### src/design/rn_pkg.sv
// ----------------------------------------------------------------------------
// rn_pkg: shared types for the rational normalizer
// Sequencer states used by the top level and its assertions.
// ----------------------------------------------------------------------------
`default_nettype none

package rn_pkg;

   typedef enum logic [2:0] {
      ST_IDLE,
      ST_GCD,
      ST_DIVN,
      ST_DIVD,
      ST_DONE
   } state_type;

endpackage

`default_nettype wire

### src/design/rational_normalize.sv
// ----------------------------------------------------------------------------
// rational_normalize: reduce a signed fraction to lowest terms
// Binary GCD followed by two restoring divisions on one shared subtractor.
// ----------------------------------------------------------------------------
// Usage:
//   Drive req_num_in / req_den_in and pulse start while busy is low; the
//   item is taken at that clock edge and busy rises on the next cycle.
//   Once the item is done, rsp_valid is high for exactly one
//   cycle with rsp_num_out / rsp_den_out; busy falls the cycle after.
//   The receiver cannot stall the result, so nothing is held back.
// Sequence:
//   A zero operand gives 0/1; the sequencer goes from accept straight to
//   the result. Otherwise: binary GCD (one step per cycle on the shared
//   subtractor, operand swaps included), then the two bit-serial divisions
//   on the same subtractor; one item at a time, busy meanwhile.
// Reset:
//   Synchronous active-high reset returns the sequencer to idle; any
//   item in flight is dropped. The datapath registers have no reset.
// ----------------------------------------------------------------------------
`default_nettype none

module rational_normalize #(
   parameter int WIDTH = 32
) (
   input  wire logic                    clock,
   input  wire logic                    reset,
   input  wire logic                    start,
   output logic                         busy,
   input  wire logic signed [WIDTH-1:0] req_num_in,
   input  wire logic signed [WIDTH-1:0] req_den_in,
   output logic                         rsp_valid,
   output logic signed      [WIDTH-1:0] rsp_num_out,
   output logic             [WIDTH-2:0] rsp_den_out
);
   import rn_pkg::*;

   localparam int CW = (WIDTH > 1) ? $clog2(WIDTH) : 1;
   localparam logic [CW-1:0] LAST = CW'(WIDTH - 1);

   state_type state_ff, state_in;

   logic [WIDTH-1:0] a_ff, a_in;
   logic [WIDTH-1:0] b_ff, b_in;
   logic [WIDTH-1:0] nm_ff, nm_in;
   logic [WIDTH-1:0] dm_ff, dm_in;
   logic [WIDTH-1:0] g_ff, g_in;
   logic [WIDTH-1:0] q_ff, q_in;
   logic [WIDTH-2:0] rem_ff, rem_in;
   logic [WIDTH-1:0] rn_ff, rn_in;
   logic [CW-1:0]    k_ff, k_in;
   logic [CW-1:0]    cnt_ff, cnt_in;
   logic             sign_ff, sign_in;
   logic             zero_ff, zero_in;

   logic [WIDTH-1:0] num_mag;
   logic [WIDTH-1:0] den_mag;
   logic [WIDTH-1:0] alu_x;
   logic [WIDTH-1:0] alu_y;
   logic [WIDTH-1:0] alu_diff;
   logic             alu_borrow;
   logic             alu_equal;
   logic [WIDTH-1:0] div_x;
   logic             accept;
   logic             gcd_done;
   logic             div_last;

   assign accept   = start && !busy;
   assign num_mag  = req_num_in[WIDTH-1] ? (~req_num_in + 1'b1) : req_num_in;
   assign den_mag  = req_den_in[WIDTH-1] ? (~req_den_in + 1'b1) : req_den_in;
   assign div_x    = {rem_ff, q_ff[WIDTH-1]};
   assign gcd_done = (state_ff == ST_GCD) && alu_equal;
   assign div_last = (cnt_ff == LAST);

   always_comb begin
      if (state_ff == ST_GCD) begin
         alu_x = a_ff;
         alu_y = b_ff;
      end else begin
         alu_x = div_x;
         alu_y = g_ff;
      end
   end

   rn_alu #(
      .WIDTH (WIDTH)
   ) u_alu (
      .x      (alu_x),
      .y      (alu_y),
      .diff   (alu_diff),
      .borrow (alu_borrow),
      .equal  (alu_equal)
   );

   // next state
   always_comb begin
      state_in = state_ff;
      unique case (state_ff)
         ST_IDLE: begin
            if (accept) begin
               if (num_mag == '0 || den_mag == '0) begin
                  state_in = ST_DONE;
               end else begin
                  state_in = ST_GCD;
               end
            end
         end
         ST_GCD: begin
            if (alu_equal) begin
               state_in = ST_DIVN;
            end
         end
         ST_DIVN: begin
            if (div_last) begin
               state_in = ST_DIVD;
            end
         end
         ST_DIVD: begin
            if (div_last) begin
               state_in = ST_DONE;
            end
         end
         ST_DONE: begin
            state_in = ST_IDLE;
         end
         default: begin
            state_in = ST_IDLE;
         end
      endcase
   end

   // datapath
   always_comb begin
      a_in    = a_ff;
      b_in    = b_ff;
      nm_in   = nm_ff;
      dm_in   = dm_ff;
      g_in    = g_ff;
      q_in    = q_ff;
      rem_in  = rem_ff;
      rn_in   = rn_ff;
      k_in    = k_ff;
      cnt_in  = cnt_ff;
      sign_in = sign_ff;
      zero_in = zero_ff;
      unique case (state_ff)
         ST_IDLE: begin
            if (accept) begin
               a_in    = num_mag;
               b_in    = den_mag;
               nm_in   = num_mag;
               dm_in   = den_mag;
               k_in    = '0;
               sign_in = req_num_in[WIDTH-1] ^ req_den_in[WIDTH-1];
               zero_in = (num_mag == '0) || (den_mag == '0);
            end
         end
         ST_GCD: begin
            priority if (alu_equal) begin
               g_in   = a_ff << k_ff;
               q_in   = nm_ff;
               rem_in = '0;
               cnt_in = '0;
            end else if (!a_ff[0] && !b_ff[0]) begin
               a_in = a_ff >> 1;
               b_in = b_ff >> 1;
               k_in = k_ff + 1'b1;
            end else if (!a_ff[0]) begin
               a_in = a_ff >> 1;
            end else if (!b_ff[0]) begin
               b_in = b_ff >> 1;
            end else if (alu_borrow) begin
               a_in = b_ff;
               b_in = a_ff;
            end else begin
               a_in = alu_diff >> 1;
            end
         end
         ST_DIVN, ST_DIVD: begin
            q_in   = {q_ff[WIDTH-2:0], !alu_borrow};
            rem_in = alu_borrow ? div_x[WIDTH-2:0] : alu_diff[WIDTH-2:0];
            cnt_in = cnt_ff + 1'b1;
            if (div_last && state_ff == ST_DIVN) begin
               rn_in  = {q_ff[WIDTH-2:0], !alu_borrow};
               q_in   = dm_ff;
               rem_in = '0;
               cnt_in = '0;
            end
         end
         ST_DONE: begin
         end
         default: begin
         end
      endcase
   end

   // outputs
   always_comb begin
      busy      = (state_ff != ST_IDLE);
      rsp_valid = (state_ff == ST_DONE);
      if (zero_ff) begin
         rsp_num_out = '0;
         rsp_den_out = (WIDTH-1)'(1);
      end else begin
         if (sign_ff) begin
            rsp_num_out = ~rn_ff + 1'b1;
         end else if (rn_ff[WIDTH-1]) begin
            rsp_num_out = {1'b0, {(WIDTH-1){1'b1}}};
         end else begin
            rsp_num_out = rn_ff;
         end
         rsp_den_out = q_ff[WIDTH-1] ? {(WIDTH-1){1'b1}} : q_ff[WIDTH-2:0];
      end
   end

   always_ff @(posedge clock) begin
      if (reset) begin
         state_ff <= ST_IDLE;
      end else begin
         state_ff <= state_in;
      end
   end

   always_ff @(posedge clock) begin
      a_ff    <= a_in;
      b_ff    <= b_in;
      nm_ff   <= nm_in;
      dm_ff   <= dm_in;
      g_ff    <= g_in;
      q_ff    <= q_in;
      rem_ff  <= rem_in;
      rn_ff   <= rn_in;
      k_ff    <= k_in;
      cnt_ff  <= cnt_in;
      sign_ff <= sign_in;
      zero_ff <= zero_in;
   end

`ifndef NO_ASSERTIONS
   a_den_nonzero: assert property (@(posedge clock) disable iff (reset)
      rsp_valid |-> rsp_den_out != '0)
      else $error("zero denominator on result");

   a_zero_form: assert property (@(posedge clock) disable iff (reset)
      (rsp_valid && rsp_num_out == '0) |-> rsp_den_out == (WIDTH-1)'(1))
      else $error("zero numerator without unit denominator");

   a_gcd_operands: assert property (@(posedge clock) disable iff (reset)
      state_ff == ST_GCD |-> (a_ff != '0 && b_ff != '0))
      else $error("gcd operand reached zero");

   a_gcd_to_div: assert property (@(posedge clock) disable iff (reset)
      gcd_done |=> (state_ff == ST_DIVN && cnt_ff == '0 && g_ff != '0))
      else $error("divide phase not set up after gcd");

   a_single_strobe: assert property (@(posedge clock) disable iff (reset)
      rsp_valid |=> (!rsp_valid && !busy))
      else $error("result strobe not followed by idle");
`endif

endmodule

`default_nettype wire

### src/design/rn_alu.sv
// ----------------------------------------------------------------------------
// rn_alu: shared subtract and compare unit
// Computes x - y with borrow and equality; used by both the GCD and divide
// steps of the sequencer.
// ----------------------------------------------------------------------------
`default_nettype none

module rn_alu #(
   parameter int WIDTH = 32
) (
   input  wire logic [WIDTH-1:0] x,
   input  wire logic [WIDTH-1:0] y,
   output logic      [WIDTH-1:0] diff,
   output logic                  borrow,
   output logic                  equal
);
   import rn_pkg::*;

   logic [WIDTH:0] full;

   assign full   = {1'b0, x} - {1'b0, y};
   assign diff   = full[WIDTH-1:0];
   assign borrow = full[WIDTH];
   assign equal  = (full == '0);

endmodule

`default_nettype wire

### config.mk
export PLATFORM = sky130hd
export DESIGN_NAME = rational_normalize
export DESIGN_NICKNAME = d
export VERILOG_FILES = /design/src/design/rn_pkg.sv /design/src/design/rational_normalize.sv /design/src/design/rn_alu.sv
export SDC_FILE = /design/constraint.sdc
export NUM_CORES = 1
export LEC_CHECK = 0
export ABC_CLOCK_PERIOD_IN_PS = 9200
export BUFFER_PORTS_ARGS = -buffer_cell sky130_fd_sc_hd__clkbuf_2
export CAP_MARGIN = 10
export CORE_MARGIN = 5
export CORE_UTILIZATION = 60
export CTS_CLUSTER_SIZE = 25
export DETAILED_ROUTE_END_ITERATION = 7
export PLACE_DENSITY_LB_ADDON = 0.08
export SETUP_SLACK_MARGIN = 0.1
export SLEW_MARGIN = 20
export SYNTH_ARGS = -nofsm -noshare
export SYNTH_HDL_FRONTEND = slang
export SYNTH_SLANG_ARGS = --single-unit
### constraint.sdc
create_clock -name clock -period 9.2 [get_ports clock]
set_input_delay 0.46 -clock clock [delete_from_list [all_inputs] [get_ports clock]]
set_output_delay 0.46 -clock clock [all_outputs]
set_load 0.05 [all_outputs]
=== After elaboration in Yosys (flattened, before gate mapping) ===
Cells that the tools add are included.

* Add/subtract/negate cells: 6
* $mul: 0
* Div/mod/pow operators: 0
* Magnitude comparators: 0
* Eq/ne operators: 14
* Shifts and indexed selects: 1
* Muxes and demuxes: 43
* Bitwise gates (word level): 4
* Reductions and logical operators: 26

{| class="wikitable"
|+ Operators with widths
! operator !! count
|-
| two-way mux 32 bit || 20
|-
| one-hot mux 32 bit (2 select lines) || 3
|-
| two-way mux 31 bit || 6
|-
| adder 32 x 1 -> 32 bit, second input constant || 3
|-
| inverter 32 bit || 3
|-
| logical NOT 32 bit || 2
|-
| one-hot mux 31 bit (2 select lines) || 1
|-
| logical NOT 33 bit || 1
|-
| subtractor 32 x 32 -> 33 bit || 1
|-
| left shift 32 x 5 -> 32 bit || 1
|-
| two-way mux 5 bit || 5
|-
| one-hot mux 5 bit (2 select lines) || 2
|-
| AND reduction 4 bit || 4
|-
| two-way mux 3 bit || 5
|-
| one-hot mux 3 bit (4 select lines) || 1
|-
| adder 5 x 1 -> 5 bit, second input constant || 2
|-
| != test 2 bit, second input constant || 5
|-
| AND reduction 2 bit || 4
|-
| equality test 3 x 2 -> 1 bit, second input constant || 2
|-
| equality test 5 bit, second input constant || 1
|-
| AND reduction 5 bit || 1
|-
| logical NOT 1 bit || 4
|-
| != test 4 x 2 -> 1 bit, second input constant || 1
|-
| != test 4 x 3 -> 1 bit, second input constant || 1
|-
| 12 further kinds || 15
|}

* Flip-flop bits (word level): 270
* Bits in latches: 0
* Bits in writable memories: 0
* ROM bits: 0
* Logic and storage cells: 109
* Memories kept: 0

=== Depth between registers and ports, before layout ===
Gate-level depths: netlist of the first run.

* Depth in word-level cells: 9
* Depth in mapped cells: 21
* Mapped depth without buffers: 17

=== Cells and area by module ===
Synthesis of the first run repeated with hierarchy kept, for this count alone.

* Cells, all modules: 2054
* Area total of the unflattened synthesis: 18402.6 µm²

{| class="wikitable"
|+ By module, submodules not included
! module !! instances !! cells each !! area each (µm²) !! seq. area each (µm²)
|-
| rational_normalize || 1 || 1751 || 16345.7 || 8077.7
|-
| rn_alu || 1 || 303 || 2057.0 || 0.0
|}

=== Least setup slack after synthesis of the first run ===
OpenSTA, ideal clock, no wires.

* Kind: reg2reg
* From: register state_ff[1]
* To: register b_ff[10] (enable)
* Data arrival time: 6.173 ns
* Required time: 8.733 ns
* Setup slack: 2.561 ns
* Stages on the path, launching flop included: 17
* Buffers on the path: 4
* Clock period less this slack: 6.639 ns
* Cell sequence: dfxtp_1 clkbuf_1 nor2_1 nand2_1 clkbuf_1 clkbuf_1 mux2i_1 ha_1 clkbuf_1 nand2_1 or4_1 a21oi_1 o21ai_0 a221oi_1 nand4bb_1 nor4_2 a211oi_1

* Longest elaborated chain between the ends: 6
* Elaborated cells between the ends (all ways): 15
* Those cells by class: 1 x add/sub; 5 x eq/ne; 2 x mux; 7 x reduce/logical

{| class="wikitable"
|+ RTL lines
! element !! line !! text
|-
| from (decl) || rational_normalize.sv:40 || <nowiki>state_type state_ff, state_in;</nowiki>
|-
| from (signal assigned) || rational_normalize.sv:219 || <nowiki>state_ff <= state_in;</nowiki>
|-
| equality test 3 x 1 -> 1 bit || rational_normalize.sv:75, rational_normalize.sv:145 ||
|-
| two-way mux 32 bit || rational_normalize.sv:75 || <nowiki>if (state_ff == ST_GCD) begin</nowiki>
|-
| subtractor 32 x 32 -> 33 bit || rn_alu.sv:21 || <nowiki>assign full = {1'b0, x} - {1'b0, y};</nowiki>
|-
| logical NOT 33 bit || rn_alu.sv:24 || <nowiki>assign equal = (full == '0);</nowiki>
|-
| != test 2 bit (no source line) || n/a ||
|-
| AND reduction 5 bit (no source line) (*) || n/a ||
|-
| to (signal assigned) || rational_normalize.sv:225 || <nowiki>b_ff <= b_in;</nowiki>
|-
| to (decl) || rational_normalize.sv:43 || <nowiki>logic [WIDTH-1:0] b_ff, b_in;</nowiki>
|}

Mark *: on every way between the ends. The rest lies on a longest branch, timed or not.
A chain may end at the register's enable or synchronous reset.

=== Worst setup path in the final report of the first run ===
* From: register state_ff[2]
* To: register rem_ff[24] (enable)

* Longest elaborated chain between the ends: 6
* Elaborated cells between the ends (all ways): 11
* Those cells by class: 1 x add/sub; 4 x eq/ne; 2 x mux; 4 x reduce/logical

{| class="wikitable"
|+ RTL lines
! element !! line !! text
|-
| equality test 3 x 1 -> 1 bit || rational_normalize.sv:75, rational_normalize.sv:145 ||
|-
| two-way mux 32 bit || rational_normalize.sv:75 ||
|-
| subtractor 32 x 32 -> 33 bit || rn_alu.sv:21 ||
|-
| logical NOT 33 bit || rn_alu.sv:24 ||
|-
| != test 2 bit (no source line) || n/a ||
|-
| AND reduction 2 bit (no source line) (*) || n/a ||
|-
| to (signal assigned) || rational_normalize.sv:230 || <nowiki>rem_ff <= rem_in;</nowiki>
|-
| to (decl) || rational_normalize.sv:48 || <nowiki>logic [WIDTH-2:0] rem_ff, rem_in;</nowiki>
|}

Marks and branches as above.

==> impl_metrics.ini, run 1 <==
[clocking]
cts_num_sinks = 270
clock_latency_on_the_worst_skew_pair_ps = 560
hold_buffers = 0
cts_max_path_buffers = 3
cts_post_setup_buffers_inserted = 0
clock-root-buffer = sky130_fd_sc_hd__clkbuf_16
cts_tree = yes
clkTransAtPathRegs_ps = 60
post_cts.resized_instances = 0
cts_max_level = 1
numCtsBuffers = 30

[floorplanning]
standard_cell_row_count = 64
design.portCount = 132
start_util = 0.608
core_area_um2 = 30700
die_h_um = 186
dieWidth_um = 186
fp.dieArea_um2 = 34700

[synth]
netlist_instances = 2057
asr_flop_ratio_synth = 0
synth.yosys.seq_area_share = 0.433
synth_adder_area_share = 0.0266
synth_enable_flop_cells = 267
netlist.top_cell.by_area = sky130_fd_sc_hd__edfxtp_1
mappedNetlistNets = 2163
synth_flop_cell = sky130_fd_sc_hd__edfxtp_1
ranking_of_synthesized_cells_by_instance_count = 299 x sky130_fd_sc_hd__nand2_1, 267 x sky130_fd_sc_hd__edfxtp_1, 255 x sky130_fd_sc_hd__nor2_1
yosysMostFrequentCell = sky130_fd_sc_hd__nand2_1
syn_area_um2 = 18700
synthSimpleGateAreaFrac = 0.199
dominant_combinational_cell_family_by_area_after_synthesis = simple AND/OR/NAND/NOR gates
synthDistinctLibCells = 79
synth_compound_area_frac = 0.178
post_synth_mux_area_share = 0.0742
synth.area.top_cells = sky130_fd_sc_hd__edfxtp_1 43%, sky130_fd_sc_hd__nand2_1 6.0%, sky130_fd_sc_hd__mux2i_1 5.3%
share_of_the_synthesized_area_in_the_top_cell_type = 0.430
postSynthRegisterBits = 270
yosys_warnings = 0
syn_avg_cell_area_um2 = 9.07
synth_xor_area_frac = 0.0498

[detailed_routing]
avgRoutedWirePerCell_um = 24.5
post_drt_via_cell_ratio = 6.77
num_vias = 17000
postRouteAntennaNets = 0
drt-total-wl_um = 61300
detailedRoute.firstPassIterationCount = 6
drcViolationCount = 0
drt_first_iter_violations = 2266

[global_route]
number_of_global_route_vias_before_repair = 15700
global_route.usage.total = 0.337
grt_max_degree = 83
grt_pass1_wl_um = 93500
grt-ovfl-total = 0
grt_antenna_before_repair = 2

[power_and_ir_drop]
p_leak_nw = 7.72
cell_internal_pwr_mw = 2.50
power_frac_clock = 0.314
power-per-cell-area_nw_per_um2 = 184
swShare = 0.338
net-switching-power_mw = 1.27
vdd_ir_drop_max_uv = 178
pwr-share-seq = 0.403
power.share.combinational = 0.283

[worst_setup_path]
reg2regPathDepth = 17
critical_path.max_fanout = 68
setup.worst_path.class = flip-flop to flip-flop
end_kind = flip-flop
critical_path_arrival_ps = 6670
critical-path-top-cell-by-count = sky130_fd_sc_hd__buf_4
path_cells = nor2_1 > nand2_4 > mux2i_1 > ha_1 > inv_1 > fa_1 > nand3_1 > a21o_1 > a221oi_1 > or4b_2 > nor4_1 > nand4_1 > nand4b_1 > nor4_2 > buf_4 > o2bb2ai_4 > buf_4
critical_path_required_ps = 9370
start_kind = flip-flop
worst_path_max_delay_cell = sky130_fd_sc_hd__buf_4
timing.critical_path.slowest_cell_delay_ps = 760

[placed_design]
detailedPlacementHpwl_um = 45700
replace_congestion = 0.966
numPortBuffers = 131
post-place-cells = 2455

[timing]
worst_slew_pin_slew_ps = 1090
timing.slew.headroom = 0.264
layout_worst_path_cycle_share = 0.707
total_count_of_hold_check_failures_in_the_final_report = 0
slew_viol_final = 0
setup_violations = 0
fmax_mhz = 154
setup_total_negative_slack_ps = 0
final_period_minus_worst_setup_slack_ps = 6500
finClkSkew_ps = 11.6
setup_repair_after_global_routing_missed_its_margin = no

[finish]
final_cells = 2507
drive_above_1_share = 0.120
area_growth_syn_to_layout_pct = 9.64
num-nets-final = 2198

[flow_run]
max_cap_violations = 0

[run_status]
result_of_the_run = finished, final reports clean

[hold_path]
min_delay_path_depth = 1
worst_hold_path_type = primary input to flip-flop
[state kept, by name, summed over array words and instances, names as in the netlist, 31 cells and up]
signal  count
a_ff       32
q_ff       32
g_ff       32
rem_ff     31
nm_ff      32
b_ff       32
dm_ff      32
rn_ff      32
[final timing paths]
| check | start | end | slack, ps |
|---|---|---|---|
| setup / recovery | state_ff[2] | rem_ff[24] | 2700 |
| hold / removal | req_den_in[0] | dm_ff[0] | 190 |
| setup reg to reg | state_ff[2] | rem_ff[24] | 2700 |
| hold reg to reg | q_ff[29] | rn_ff[30] | 480 |
[worst max-delay path, delay by kind of cell, from the launching register on]
family	cells	cell delay, ps
compound gates	3	430
buf+inv	3	1130
mux	1	270
simple gates	8	3040
fa+ha+maj	2	640
flops	1	540
[through the flow]
stage	setup slack (ps)	utilization	hold slack, ps	power (mW)	instance area, um^2
2_1_floorplan	2560	-	443	2.24	18700
3_3_place_gp	2530	0.635	466	2.56	19500
3_5_place_dp	2390	0.635	469	2.57	19500
4_1_cts	2350	0.666	170	3.74	20400
5_1_grt	2370	0.667	179	3.91	20500
6_report	2700	0.667	186	3.77	20500
[cell usage in the layout (no fill, tap or decap), types with 13 or more instances in the layout]
| cell type | Yosys | layout |
|---|---|---|
| sky130_fd_sc_hd__nand2_1 | 299 | 298 |
| sky130_fd_sc_hd__edfxtp_1 | 267 | 267 |
| sky130_fd_sc_hd__nor2_1 | 255 | 254 |
| sky130_fd_sc_hd__a21oi_1 | 158 | 158 |
| sky130_fd_sc_hd__clkbuf_2 | 0 | 131 |
| sky130_fd_sc_hd__mux2i_1 | 99 | 99 |
| sky130_fd_sc_hd__o21ai_0 | 96 | 95 |
| sky130_fd_sc_hd__xnor2_1 | 67 | 67 |
| sky130_fd_sc_hd__a211oi_1 | 49 | 48 |
| sky130_fd_sc_hd__inv_1 | 42 | 41 |
| sky130_fd_sc_hd__xor2_1 | 39 | 39 |
| sky130_fd_sc_hd__ha_1 | 38 | 38 |
| sky130_fd_sc_hd__nand3_1 | 37 | 37 |
| sky130_fd_sc_hd__a22oi_1 | 37 | 37 |
| sky130_fd_sc_hd__clkbuf_16 | 0 | 30 |
| sky130_fd_sc_hd__or3_1 | 28 | 28 |
| sky130_fd_sc_hd__nor3_1 | 27 | 26 |
| sky130_fd_sc_hd__nor4_1 | 24 | 24 |
| sky130_fd_sc_hd__a21o_1 | 24 | 24 |
| sky130_fd_sc_hd__o22ai_1 | 24 | 24 |
| sky130_fd_sc_hd__nand4_1 | 22 | 22 |
| sky130_fd_sc_hd__buf_4 | 0 | 21 |
| sky130_fd_sc_hd__o31ai_1 | 19 | 19 |
| sky130_fd_sc_hd__or4_1 | 17 | 17 |
| sky130_fd_sc_hd__and2_1 | 17 | 17 |
| sky130_fd_sc_hd__nor2b_1 | 17 | 16 |
| sky130_fd_sc_hd__or2_2 | 14 | 14 |
| sky130_fd_sc_hd__o41ai_1 | 13 | 13 |
[final cells by class]
cell class                      count  area [um^2]
Timing Repair Buffer              153          833
Sequential cell                   270         8080
Antenna cell                        1         2.50
Clock buffer                       33          762
Fill cell                        2521        10200
Clock inverter                     17          195
Tap cell                          396          495
Inverter                           44          165
Multi-Input combinational cell   1593         9930
[power groups by stage]
stage               Sequential, mW  Clock (mW)  Combinational [mW]
floorplan                     1.51           0               0.736
global placement              1.54           0                1.02
detailed placement            1.54           0                1.03
CTS                           1.52        1.19                1.04
global route                  1.52        1.24                1.15
finish                        1.52        1.19                1.07
[metal layers]
metal  GRT usage  wire (um)  vias to the layer above
li1            -          -                     7656
met1       0.490      25100                     8092
met2       0.517      27400                     1074
met3      0.0589       6440                      151
met4       0.108       2410                        2
met5           0         17                        -
[logic make-up after synthesis]
family | count (synthesis)
DFF | 270
adders and majority gates | 39
buffers and inverters | 194
xor gates and xnor gates | 106
muxes | 122
AOI/OAI and AO/OA | 517
and+or+nand+nor | 809
Power figures use the tool's default switching activity.
==> run 2: changes to the inputs <==
- ABC_CLOCK_PERIOD_IN_PS: 9200 -> 6760
- clock period: 9.2 -> 6.76 ns (I/O delays scaled with it)
==> impl_metrics.ini, run 2 (synthesized netlist as in run 1, its figures left out) <==
[worst_setup_path]
critical_path_required_ps = 6990
setup.worst_path.class = flip-flop to flip-flop
critical_path_arrival_ps = 6380
critical_path.max_fanout = 53
end_kind = flip-flop
start_kind = flip-flop

[flow_run]
max_cap_violations = 0

[finish]
num-nets-final = 2200
most_common_cell_after_layout_fill_and_taps_aside = sky130_fd_sc_hd__nand2_1
top_library_cells_by_usage_in_the_layout_fill_and_taps_aside = 298 x sky130_fd_sc_hd__nand2_1, 267 x sky130_fd_sc_hd__edfxtp_1, 254 x sky130_fd_sc_hd__nor2_1
area_growth_syn_to_layout_pct = 9.86
drive_above_1_share = 0.124
postLayoutCellArea_um2 = 20500

[floorplanning]
dieWidth_um = 186
fp.dieArea_um2 = 34700
design.portCount = 132
start_util = 0.608
standard_cell_row_count = 64
core_area_um2 = 30700
die_h_um = 186

[detailed_routing]
num_vias = 17100
detailedRoute.firstPassIterationCount = 6
drt-total-wl_um = 63700
drt_first_iter_violations = 2687
postRouteAntennaNets = 0
drcViolationCount = 0
post_drt_via_cell_ratio = 6.82
avgRoutedWirePerCell_um = 25.3

[timing]
worst_slew_pin_slew_ps = 1030
timing.slew.headroom = 0.311
layout_worst_path_cycle_share = 0.909
slew_viol_final = 0
setup_repair_after_global_routing_missed_its_margin = no
setup_total_negative_slack_ps = 0
final_period_minus_worst_setup_slack_ps = 6140
finClkSkew_ps = 19.2
setup_violations = 0
fmax_mhz = 163
total_count_of_hold_check_failures_in_the_final_report = 0

[clocking]
cts_tree = yes
clock-root-buffer = sky130_fd_sc_hd__clkbuf_16
cts_max_path_buffers = 3
numCtsBuffers = 29
hold_buffers = 0
clkTransAtPathRegs_ps = 70
cts_num_sinks = 270
post_cts.resized_instances = 0
cts_post_setup_buffers_inserted = 0
clock_latency_on_the_worst_skew_pair_ps = 550
cts_max_level = 1

[power_and_ir_drop]
power-per-cell-area_nw_per_um2 = 253
vdd_ir_drop_max_uv = 176
p_leak_nw = 7.75

[placed_design]
detailedPlacementHpwl_um = 48300
numPortBuffers = 131
postPlaceCellArea_um2 = 19500
replace_congestion = 1.02

[global_route]
global_route.usage.total = 0.351
grt_pass1_wl_um = 96300
grt_max_degree = 84
number_of_global_route_vias_before_repair = 15900
use_met1 = 0.512
global_route.usage.met2 = 0.526
grt-busiest-layer = met2
grt_antenna_before_repair = 0
grt-ovfl-total = 0
met3_usage = 0.0910

[run_status]
result_of_the_run = finished, final reports clean

[hold_path]
worst_hold_path_type = primary input to flip-flop
[run 2: cell count changes in the layout (fill, tap and decap cells not counted), sizes merged]
cell / delta
clkbuf: +5
buf: +3
clkinv: -1
bufinv: -1
[run 2: path summary, 6_finish.rpt]
path	startpoint	end	slack, ps	cells past startpoint
hold / removal	req_den_in[0]	dm_ff[0]	70	1
setup / recovery	state_ff[2]	rem_ff[26]	620	16
hold reg to reg	q_ff[15]	rn_ff[16]	480	0
setup reg to reg	state_ff[2]	rem_ff[26]	620	16
[run 2: cell type report]
class | instances | area, um^2
multi-input combinational | 1593 | 9930
clock buffer | 38 | 800
clock inverter | 15 | 160
inverter | 44 | 165
fill | 2500 | 10200
timing repair buffer | 156 | 868
sequential | 270 | 8080
antenna | 1 | 2.50
tap | 396 | 495
[run 2: through the flow]
step	util	setup slack, ps	hold WS (ps)	power, mW	std cells
after floorplan	-	121	437	3.05	2057
after global placement	0.637	985	470	3.54	2459
after detailed placement	0.637	826	465	3.55	2459
after CTS	0.668	799	65.2	5.12	2512
after global routing	0.668	368	72.1	5.36	2512
final	0.668	616	65.9	5.19	2513
[run 2: critical path, cell delays in order (launching register included)]
cell and delay (ps):
sky130_fd_sc_hd__dfxtp_1 540, sky130_fd_sc_hd__nor2_1 200, sky130_fd_sc_hd__nand2_4 570, sky130_fd_sc_hd__buf_4 490, sky130_fd_sc_hd__mux2i_1 170, sky130_fd_sc_hd__ha_1 540, sky130_fd_sc_hd__nand2_1 270, sky130_fd_sc_hd__nor4_1 460
sky130_fd_sc_hd__o211ai_1 330, sky130_fd_sc_hd__nand3_1 270, sky130_fd_sc_hd__xor2_1 190, sky130_fd_sc_hd__nor2_1 140, sky130_fd_sc_hd__nand4b_1 160, sky130_fd_sc_hd__nor4_2 400, sky130_fd_sc_hd__buf_4 260, sky130_fd_sc_hd__o2bb2ai_4 480
sky130_fd_sc_hd__buf_12 320
[run 2: power breakdown]
group | internal, mW | switching, mW
registers | 1.97 | 0.159
logic | 0.478 | 0.979
clock network | 0.944 | 0.665
total | 3.39 | 1.80
[run 2: layer usage]
layer | share of wire | vias up | routed length (um)
met4 | 0.031 | 2 | 1990
met1 | 0.41 | 8177 | 25800
li1 | - | 7660 | -
met5 | 0.00035 | - | 22
met2 | 0.43 | 1140 | 27600
met3 | 0.13 | 164 | 8230
